File: src/rtl/sprite_clip_frame_timeline_macros.svh
// assertion macros shared by the sprite clip timeline rtl
`ifndef SPRITE_CLIP_FRAME_TIMELINE_MACROS_SVH
`define SPRITE_CLIP_FRAME_TIMELINE_MACROS_SVH

// checked while out of reset
`define SCFT_ASSERT(lbl, prop, msg) \
  lbl: assert property (@(posedge clk_i) disable iff (!rst_ni) prop) else $error(msg);

// checked at every edge, reset included
`define SCFT_ASSERT_ALWAYS(lbl, prop, msg) \
  lbl: assert property (@(posedge clk_i) prop) else $error(msg);

`endif

File: src/rtl/scft_pkg.sv
// package with sizes, types and helpers of the sprite clip timeline
package scft_pkg;

  localparam int MAX_FRAMES    = 64;
  localparam int DURATION_BITS = 16;

  localparam int FRAME_W = $clog2(MAX_FRAMES);
  localparam int STEP_W  = $clog2(2 * MAX_FRAMES);
  localparam int PER_W   = DURATION_BITS + STEP_W;
  localparam int DIVD_W  = 64;
  localparam int CNT_W   = $clog2(DIVD_W);
  localparam int FC_W    = 7;
  localparam int ADDR_W  = 4;

  typedef enum logic [1:0] {
    REG_CLIP_LEN = 2'd0,
    REG_LOOP     = 2'd1,
    REG_PINGPONG = 2'd2
  } reg_idx_e;

  typedef struct packed {
    logic [FC_W-1:0] clip_len;
    logic            loop_en;
    logic            pingpong_en;
  } cfg_t;

  typedef struct packed {
    logic              start;
    logic [DIVD_W-1:0] dividend;
    logic [PER_W-1:0]  divisor;
  } div_req_t;

  typedef struct packed {
    logic              done;
    logic [DIVD_W-1:0] quotient;
    logic [PER_W-1:0]  remainder;
  } div_rsp_t;

  // forward through the frames, then back through the middle ones
  function automatic logic [STEP_W-1:0] frame_of_step(input logic [STEP_W-1:0] s,
                                                      input logic [STEP_W-1:0] n);
    logic [STEP_W-1:0] back;
    back = (n << 1) - STEP_W'(2) - s;
    return (s < n) ? s : back;
  endfunction

endpackage

File: src/rtl/scft_regs.sv
// apb configuration registers of the sprite clip timeline
module scft_regs
  import scft_pkg::*;
(
  input  logic              clk_i,
  input  logic              rst_ni,
  input  logic              psel,
  input  logic              penable,
  input  logic              pwrite,
  input  logic [ADDR_W-1:0] paddr,
  input  logic [31:0]       pwdata,
  output logic [31:0]       prdata,
  output logic              pready,
  output cfg_t              cfg_o
);

  cfg_t     cfg_q;
  logic     wr_en;
  reg_idx_e idx;

  assign pready = 1'b1;
  assign wr_en  = psel && penable && pwrite;
  assign idx    = reg_idx_e'(paddr[3:2]);
  assign cfg_o  = cfg_q;

  always_ff @(posedge clk_i or negedge rst_ni) begin
    if (!rst_ni) begin
      cfg_q <= '0;
    end else if (wr_en) begin
      unique case (idx)
        REG_CLIP_LEN: cfg_q.clip_len    <= pwdata[FC_W-1:0];
        REG_LOOP:     cfg_q.loop_en     <= pwdata[0];
        REG_PINGPONG: cfg_q.pingpong_en <= pwdata[0];
        default: ;
      endcase
    end
  end

  always_comb begin
    prdata = '0;
    unique case (idx)
      REG_CLIP_LEN: prdata = 32'(cfg_q.clip_len);
      REG_LOOP:     prdata = 32'(cfg_q.loop_en);
      REG_PINGPONG: prdata = 32'(cfg_q.pingpong_en);
      default:      prdata = '0;
    endcase
  end

endmodule

File: src/rtl/scft_div.sv
// bit-serial restoring divider, one quotient bit per cycle
module scft_div
  import scft_pkg::*;
(
  input  logic     clk_i,
  input  logic     rst_ni,
  input  div_req_t req_i,
  output div_rsp_t rsp_o
);

  logic [PER_W-1:0]  rem_q;
  logic [DIVD_W-1:0] quo_q;
  logic [PER_W-1:0]  dvs_q;
  logic [CNT_W-1:0]  cnt_q;
  logic              run_q;
  logic              done_q;
  logic [PER_W:0]    trial;
  logic [PER_W:0]    diff;
  logic              fits;

  assign trial = {rem_q, quo_q[DIVD_W-1]};
  assign diff  = trial - {1'b0, dvs_q};
  assign fits  = trial >= {1'b0, dvs_q};

  always_ff @(posedge clk_i or negedge rst_ni) begin
    if (!rst_ni) begin
      run_q  <= 1'b0;
      done_q <= 1'b0;
      cnt_q  <= '0;
    end else begin
      done_q <= 1'b0;
      if (req_i.start) begin
        rem_q <= '0;
        quo_q <= req_i.dividend;
        dvs_q <= req_i.divisor;
        cnt_q <= '0;
        run_q <= 1'b1;
      end else if (run_q) begin
        rem_q <= fits ? diff[PER_W-1:0] : trial[PER_W-1:0];
        quo_q <= {quo_q[DIVD_W-2:0], fits};
        cnt_q <= cnt_q + CNT_W'(1);
        if (cnt_q == CNT_W'(DIVD_W - 1)) begin
          run_q  <= 1'b0;
          done_q <= 1'b1;
        end
      end
    end
  end

  assign rsp_o.done      = done_q;
  assign rsp_o.quotient  = quo_q;
  assign rsp_o.remainder = rem_q;

endmodule

File: src/rtl/sprite_clip_frame_timeline.sv
// top level of the sprite clip timeline: sequencer, duration table, divider
// usage:
//   configuration goes through the apb port (clip length at 0x0, loop at 0x4,
//   ping-pong at 0x8), written only while busy is low and no query is pending.
//   a request is taken at a rising edge with start high and busy low.
//   cmd_i high writes frame_duration_i into slot frame_slot_i,
//   gives no result and leaves busy low.
//   cmd_i low is a query: busy stays high while the sequencer walks the
//   duration table once for the period, runs the serial divider for the
//   loop count when looping, walks the table again to find the step, and
//   runs the divider once more for the step position within the cycle.
//   with looping on busy also waits for the loop-count division; the single
//   table read port and the one-bit-per-cycle divider set how long busy
//   stays high.
//   an empty clip ends the query after the first table walk, without the divider.
//   the result sits on the result ports for one cycle with res_valid_o high,
//   in the cycle busy falls; the receiver cannot stall and must take it then.
//   reset clears the configuration and the sequencer; table contents stay
//   undefined until written, and there is no clearing pass.
module sprite_clip_frame_timeline
  import scft_pkg::*;
(
  input  logic                     clk_i,
  input  logic                     rst_ni,
  input  logic                     start,
  output logic                     busy,
  input  logic                     cmd_i,
  input  logic [FRAME_W-1:0]       frame_slot_i,
  input  logic [DURATION_BITS-1:0] frame_duration_i,
  input  logic [63:0]              query_time_i,
  output logic                     res_valid_o,
  output logic [FRAME_W-1:0]       shown_frame_o,
  output logic [63:0]              step_number_o,
  output logic                     done_res_o,
  input  logic                     psel,
  input  logic                     penable,
  input  logic                     pwrite,
  input  logic [ADDR_W-1:0]        paddr,
  input  logic [31:0]              pwdata,
  output logic [31:0]              prdata,
  output logic                     pready
);

  `include "sprite_clip_frame_timeline_macros.svh"

  typedef enum logic [2:0] {
    ST_IDLE, ST_SUM, ST_CHECK, ST_DIV1, ST_MUL, ST_SCAN, ST_MOD, ST_DIV2
  } state_e;

  cfg_t     cfg;
  div_req_t div_req;
  div_rsp_t div_rsp;

  state_e                  state_q;
  logic [63:0]             t_q;
  logic [STEP_W-1:0]       nf_q;
  logic [STEP_W-1:0]       steps_q;
  logic [STEP_W-1:0]       s_q;
  logic [STEP_W-1:0]       rd_step_q;
  logic                    rd_vld_q;
  logic [PER_W-1:0]        acc_q;
  logic [PER_W-1:0]        period_q;
  logic [63:0]             cycle_q;
  logic [PER_W-1:0]        rem_q;
  logic [63:0]             base_q;
  logic [63:0]             ord_q;
  logic                    done_q;
  logic                    res_valid_q;
  logic [FRAME_W-1:0]      shown_q;
  logic [63:0]             step_q;
  logic                    res_done_q;

  logic [DURATION_BITS-1:0] mem [MAX_FRAMES];
  logic [DURATION_BITS-1:0] rdata_q;

  logic [STEP_W-1:0]        nf_c;
  logic [STEP_W-1:0]        steps_c;
  logic [STEP_W-1:0]        raddr_step;
  logic [STEP_W-1:0]        out_step;
  logic [PER_W:0]           scan_sum;
  logic [64+STEP_W-1:0]     prod;
  logic                     accept;
  logic                     issue;
  logic                     t_over;

  scft_regs u_regs (
    .clk_i   (clk_i),
    .rst_ni  (rst_ni),
    .psel    (psel),
    .penable (penable),
    .pwrite  (pwrite),
    .paddr   (paddr),
    .pwdata  (pwdata),
    .prdata  (prdata),
    .pready  (pready),
    .cfg_o   (cfg)
  );

  scft_div u_div (
    .clk_i  (clk_i),
    .rst_ni (rst_ni),
    .req_i  (div_req),
    .rsp_o  (div_rsp)
  );

  assign busy   = (state_q != ST_IDLE);
  assign accept = start && !busy;

  assign nf_c = (cfg.clip_len > FC_W'(MAX_FRAMES)) ? STEP_W'(MAX_FRAMES)
                                                  : STEP_W'(cfg.clip_len);

  always_comb begin
    if (nf_c == '0) begin
      steps_c = '0;
    end else if (nf_c == STEP_W'(1) || !cfg.pingpong_en) begin
      steps_c = nf_c;
    end else begin
      steps_c = (nf_c << 1) - STEP_W'(2);
    end
  end

  assign raddr_step = frame_of_step(s_q, nf_q);
  assign out_step   = frame_of_step(div_rsp.remainder[STEP_W-1:0], nf_q);
  assign issue      = (s_q < steps_q);
  assign scan_sum   = {1'b0, acc_q} + (PER_W + 1)'(rdata_q);
  assign prod       = (64 + STEP_W)'(cycle_q) * (64 + STEP_W)'(steps_q);
  assign t_over     = (t_q >= 64'(period_q));

  always_comb begin
    div_req.start    = ((state_q == ST_CHECK) && cfg.loop_en && steps_q != '0
                        && period_q != '0) || (state_q == ST_MOD);
    div_req.dividend = (state_q == ST_MOD) ? ord_q : t_q;
    div_req.divisor  = (state_q == ST_MOD) ? PER_W'(steps_q) : period_q;
  end

  always_ff @(posedge clk_i) begin
    if (accept && cmd_i) begin
      mem[frame_slot_i] <= frame_duration_i;
    end
    rdata_q <= mem[raddr_step[FRAME_W-1:0]];
  end

  always_ff @(posedge clk_i or negedge rst_ni) begin
    if (!rst_ni) begin
      state_q     <= ST_IDLE;
      res_valid_q <= 1'b0;
      rd_vld_q    <= 1'b0;
      s_q         <= '0;
      steps_q     <= '0;
      nf_q        <= '0;
    end else begin
      res_valid_q <= 1'b0;
      unique case (state_q)
        ST_IDLE: begin
          if (accept && !cmd_i) begin
            t_q      <= query_time_i;
            nf_q     <= nf_c;
            steps_q  <= steps_c;
            s_q      <= '0;
            acc_q    <= '0;
            rd_vld_q <= 1'b0;
            state_q  <= ST_SUM;
          end
        end
        ST_SUM: begin
          rd_vld_q  <= issue;
          rd_step_q <= s_q;
          if (issue) begin
            s_q <= s_q + STEP_W'(1);
          end
          if (rd_vld_q) begin
            acc_q <= acc_q + PER_W'(rdata_q);
          end
          if (!issue && !rd_vld_q) begin
            period_q <= acc_q;
            state_q  <= ST_CHECK;
          end
        end
        ST_CHECK: begin
          done_q <= !cfg.loop_en && t_over;
          if (steps_q == '0 || period_q == '0) begin
            res_valid_q <= 1'b1;
            shown_q     <= '0;
            step_q      <= '0;
            res_done_q  <= 1'b1;
            state_q     <= ST_IDLE;
          end else if (cfg.loop_en) begin
            state_q <= ST_DIV1;
          end else begin
            cycle_q <= '0;
            rem_q   <= t_over ? (period_q - PER_W'(1)) : t_q[PER_W-1:0];
            state_q <= ST_MUL;
          end
        end
        ST_DIV1: begin
          if (div_rsp.done) begin
            cycle_q <= div_rsp.quotient;
            rem_q   <= div_rsp.remainder;
            state_q <= ST_MUL;
          end
        end
        ST_MUL: begin
          base_q   <= prod[63:0];
          s_q      <= '0;
          acc_q    <= '0;
          rd_vld_q <= 1'b0;
          state_q  <= ST_SCAN;
        end
        ST_SCAN: begin
          rd_vld_q  <= issue;
          rd_step_q <= s_q;
          if (issue) begin
            s_q <= s_q + STEP_W'(1);
          end
          if (rd_vld_q) begin
            if ({1'b0, rem_q} < scan_sum) begin
              ord_q   <= base_q + 64'(rd_step_q);
              state_q <= ST_MOD;
            end else begin
              acc_q <= scan_sum[PER_W-1:0];
            end
          end else if (!issue) begin
            ord_q   <= base_q + 64'(steps_q - STEP_W'(1));
            state_q <= ST_MOD;
          end
        end
        ST_MOD: begin
          rd_vld_q <= 1'b0;
          state_q  <= ST_DIV2;
        end
        ST_DIV2: begin
          if (div_rsp.done) begin
            res_valid_q <= 1'b1;
            shown_q     <= out_step[FRAME_W-1:0];
            step_q      <= ord_q;
            res_done_q  <= done_q;
            state_q     <= ST_IDLE;
          end
        end
        default: state_q <= ST_IDLE;
      endcase
    end
  end

  assign res_valid_o   = res_valid_q;
  assign shown_frame_o = shown_q;
  assign step_number_o = step_q;
  assign done_res_o    = res_done_q;

  `SCFT_ASSERT(a_res_one_cycle, res_valid_o |=> !res_valid_o, "result strobe longer than one cycle")
  `SCFT_ASSERT(a_res_when_idle, res_valid_o |-> !busy, "result shown while sequencer busy")
  `SCFT_ASSERT(a_query_busy, (start && !busy && !cmd_i) |=> busy, "query request did not raise busy")
  `SCFT_ASSERT(a_div_done_state, div_rsp.done |-> (state_q == ST_DIV1 || state_q == ST_DIV2), "divider finished outside a wait state")
  `SCFT_ASSERT(a_scan_nonempty, (state_q == ST_SCAN) |-> (steps_q != '0 && period_q != '0), "table scan on an empty clip")
  `SCFT_ASSERT_ALWAYS(a_reset_idle, !rst_ni |=> !res_valid_o, "result strobe during reset")

endmodule

File: config.mk
export PLATFORM = sky130hd
export DESIGN_NAME = sprite_clip_frame_timeline
export DESIGN_NICKNAME = d
export VERILOG_FILES = /design/src/rtl/scft_pkg.sv /design/src/rtl/scft_regs.sv /design/src/rtl/scft_div.sv /design/src/rtl/sprite_clip_frame_timeline.sv
export VERILOG_INCLUDE_DIRS = /design/src /design/src/rtl
export SDC_FILE = /design/constraint.sdc
export NUM_CORES = 2
export LEC_CHECK = 0
export CAP_MARGIN = 25
export CORE_MARGIN = 1.5
export CORE_UTILIZATION = 70
export CTS_CLUSTER_DIAMETER = 150
export CTS_CLUSTER_SIZE = 12
export DETAILED_ROUTE_END_ITERATION = 6
export DONT_BUFFER_PORTS = 1
export GPL_TIMING_DRIVEN = 1
export PLACE_DENSITY = 0.85
export SLEW_MARGIN = 5
export SYNTH_ARGS = -nofsm -noshare
export SYNTH_HDL_FRONTEND = slang
export SYNTH_SLANG_ARGS = --single-unit
File: constraint.sdc
create_clock -name clk_i -period 26.2 [get_ports clk_i]
set_input_delay 7.86 -clock clk_i [delete_from_list [all_inputs] [get_ports clk_i]]
set_output_delay 7.86 -clock clk_i [all_outputs]
set_load 0.03 [all_outputs]
==> impl_metrics.py <==
metrics = {
    "power_and_ir_drop": {
        "p_sw_mw": 1.08,
        "ir_drop_mv": 0.0795,
        "power_frac_comb_pct": 3.7,
        "internal-power_mw": 3.96,
        "leakagePower_nw": 34.1,
        "p_clk_share_pct": 40.1,
        "p_sw_share_pct": 21.5,
        "p_per_area_mw_per_mm2": 55.1,
        "pwr-share-seq_pct": 56.2,
    },
    "finish": {
        "instances_no_fill": 8785,
        "final_common_cell": "edfxtp_1",
        "finalInstanceArea_mm2": 0.0915,
        "multi_input_area_mm2": 0.0352,
        "drive_above_1_share_pct": 7.73,
        "final_cell_mix": "1538 x edfxtp_1, 772 x nand2_1, 469 x and2_1",
        "utilization_pct": 75.2,
        "fillerInstances": 7452,
        "finalNetCount": 7788,
        "seqCellArea_mm2": 0.0476,
        "syn2layout_area_growth_pct": 6.58,
    },
    "global_routing": {
        "grt_max_degree": 203,
        "grt_pass1_wl_mm": 361,
        "grtUsageTotal_pct": 38.2,
        "gr-total-overflow": 0,
        "grt_pass1_vias": 60800,
        "antenna_found_initial": 5,
    },
    "worst_setup_path": {
        "crit_type": "in2out",
        "cp_num_buf_inv": 0,
        "required_ps": 18340,
        "critPathTopFamily": "compound AO/OA/AOI/OAI gates",
        "cp-end-kind": "output port",
        "path_cells": "mux2i_1, o21ai_0",
        "arrival_ps": 8700,
        "crit_slowest_cell": "o21ai_0",
        "cp_slowest_stage_delay_ps": 740,
        "cp-start-kind": "input pin",
        "path_max_fanout": 6,
    },
    "logic_synthesis": {
        "synth.area.top_cells": "edfxtp_1 54%, fa_1 6.9%, ha_1 3.7%",
        "synthArstFlopShare_pct": 2.69,
        "synth_sequential_area_ratio_pct": 55.4,
        "yosysUniqueCellTypes": 97,
        "synth_top_area_share_pct": 53.8,
        "synthFlopType": "edfxtp_1",
        "syn_area_per_cell_um2": 11.8,
        "ys_seq_elements": 1597,
        "synth_top_area_cell": "edfxtp_1",
        "synthCells": 7261,
        "netlist_area_mm2": 0.0859,
        "synth-warning-count": 0,
        "synth_edf_count": 1538,
    },
    "detailed_routing": {
        "viasPerCell": 6.97,
        "wl_met3_mm": 26.2,
        "drtIter0Drc": 7787,
        "maxUsedRoutingLayer": "met5",
        "dr.pass1.iters": 7,
        "wirelength_mm": 239,
        "drc": 0,
        "wire_per_inst_um": 27.2,
        "route.met2.wl_mm": 114,
        "drtAntennaViolNets": 0,
        "m1WireLength_mm": 79.9,
        "vias": 61300,
    },
    "worst_hold_path": {
        "hold_path_class": "reg2reg",
    },
    "floorplanning": {
        "initial_core_util_pct": 70.6,
        "design.portCount": 235,
        "rows": 128,
        "dieArea_mm2": 0.125,
        "core_mm2": 0.122,
        "die_y_um": 353,
        "die_w_um": 353,
    },
    "clocking": {
        "cts_tree": "done",
        "clock_latency_ps": 830,
        "h-tree-depth": 4,
        "clkTransAtPathRegs_ps": 60,
        "cts.sinks": 1597,
        "cts.repair.resized": 0,
        "cts_made_buffers": 151,
        "root_buffer": "clkbuf_16",
        "cts_setup_buffers": 0,
        "clockBufferDepth": 3,
        "ctsHoldBuffers": 0,
    },
    "sta": {
        "fin_setup_tns_ps": 0,
        "fin_hold_ws_ps": 449,
        "finalClockSkew_ps": 67.5,
        "slew-limit-headroom_pct": 25.8,
        "max_freq_ghz": 0.0604,
        "drv_slew": 0,
        "hold_viol_final": 0,
        "fin_crit_sh_pct": 63.2,
        "tightest_slew_ps": 1110,
        "period_needed_ps": 16560,
        "setup_violations": 0,
        "rsz0062_at_grt": "no",
    },
    "placement": {
        "dp_hpwl_mm": 150,
        "gp_congestion": 0.996,
        "dp_cells": 8579,
        "place_area_mm2": 0.0872,
        "io_buffers": 0,
    },
    "outcome": {
        "outcome": "finished, final reports clean",
    },
    "flow_run": {
        "drv_cap": 0,
    },
}
per-stage QoR:
stage | power (mW) | setup slack (ps)
2_1_floorplan | 3.02 | 9700
5_1_grt | 5.16 | 9600
3_3_place_gp | 3.06 | 9640
4_1_cts | 5.04 | 9640
3_5_place_dp | 3.07 | 9640
6_report | 5.04 | 9640
area by class of cell:
cell class	instances	area share, %
antenna	3	0.00820
clock buffer	186	4.34
clock inverter	13	0.320
inverter	368	1.51
multi-input combinational	4867	38.5
sequential	1597	52.0
tap	1625	2.22
timing repair buffer	126	1.14
flip-flops by register name (all words and copies together), names as in the netlist, 16 cells and up:
register and cells:
u_div.rem_q 23, t_q 64, cycle_q 64, u_div.quo_q 64, mem 1024, u_div.dvs_q 23
acc_q 23, step_number_o 64, rem_q 23, period_q 23, rdata_q 16, base_q 64
ord_q 64
power groups by stage:
stage                     registers [mW]  logic, mW  clock network, mW
after global routing                2.84      0.203               2.12
after CTS                           2.84      0.183               2.02
after floorplan                     2.88      0.145                  0
after global placement              2.89      0.170                  0
final                               2.84      0.185               2.02
after detailed placement            2.89      0.180                  0
final timing paths:
check	startpoint	to	slack, ps	cells past startpoint
worst max-delay path	paddr[2]	prdata[0]	9640	2
worst max register to register	steps_q[2]	base_q[60]	19070	18
worst min-delay path	acc_q[8]	period_q[8]	450	0
min in group asynchronous	rst_ni	u_regs.cfg_o[3]	6720	0
max in group asynchronous	rst_ni	state_q[0]	19330	0
worst min register to register	acc_q[8]	period_q[8]	450	0
kinds of logic after synthesis:
group	Yosys count	synth area share, %
AOI/OAI and AO/OA	1505	11.3
xor gates and xnor gates	217	2.21
adders and majority gates	548	10.6
buffers and inverters	821	3.98
DFF	1597	55.4
muxes	197	3.16
other	2	0.00875
and+or+nand+nor	2374	13.3
Yosys cell counts, drive strengths merged, types with 30 or more instances:
| library cell | instances |
|---|---|
| nand2b | 30 |
| mux2 | 106 |
| edfxtp | 1538 |
| fa | 297 |
| o211ai | 90 |
| ha | 251 |
| nand2 | 777 |
| xor2 | 82 |
| o21ai | 333 |
| mux2i | 43 |
| xnor2 | 135 |
| buf | 145 |
| dfrtp | 43 |
| o22ai | 262 |
| nor2 | 438 |
| mux4 | 48 |
| o221ai | 119 |
| and2 | 471 |
| a31oi | 51 |
| a21o | 97 |
| nor3 | 150 |
| nor4 | 35 |
| inv | 368 |
| clkbuf | 308 |
| nand4 | 69 |
| nand3 | 276 |
| o21a | 48 |
| a21oi | 331 |
per-layer routing:
layer / vias to the layer above / track usage, %
met5: - / 0
met4: 6 / 25.9
met3: 1005 / 8.31
met2: 4344 / 61.7
met1: 29800 / 46.4
li1: 26100 / -
Power figures use the tool's default switching activity.
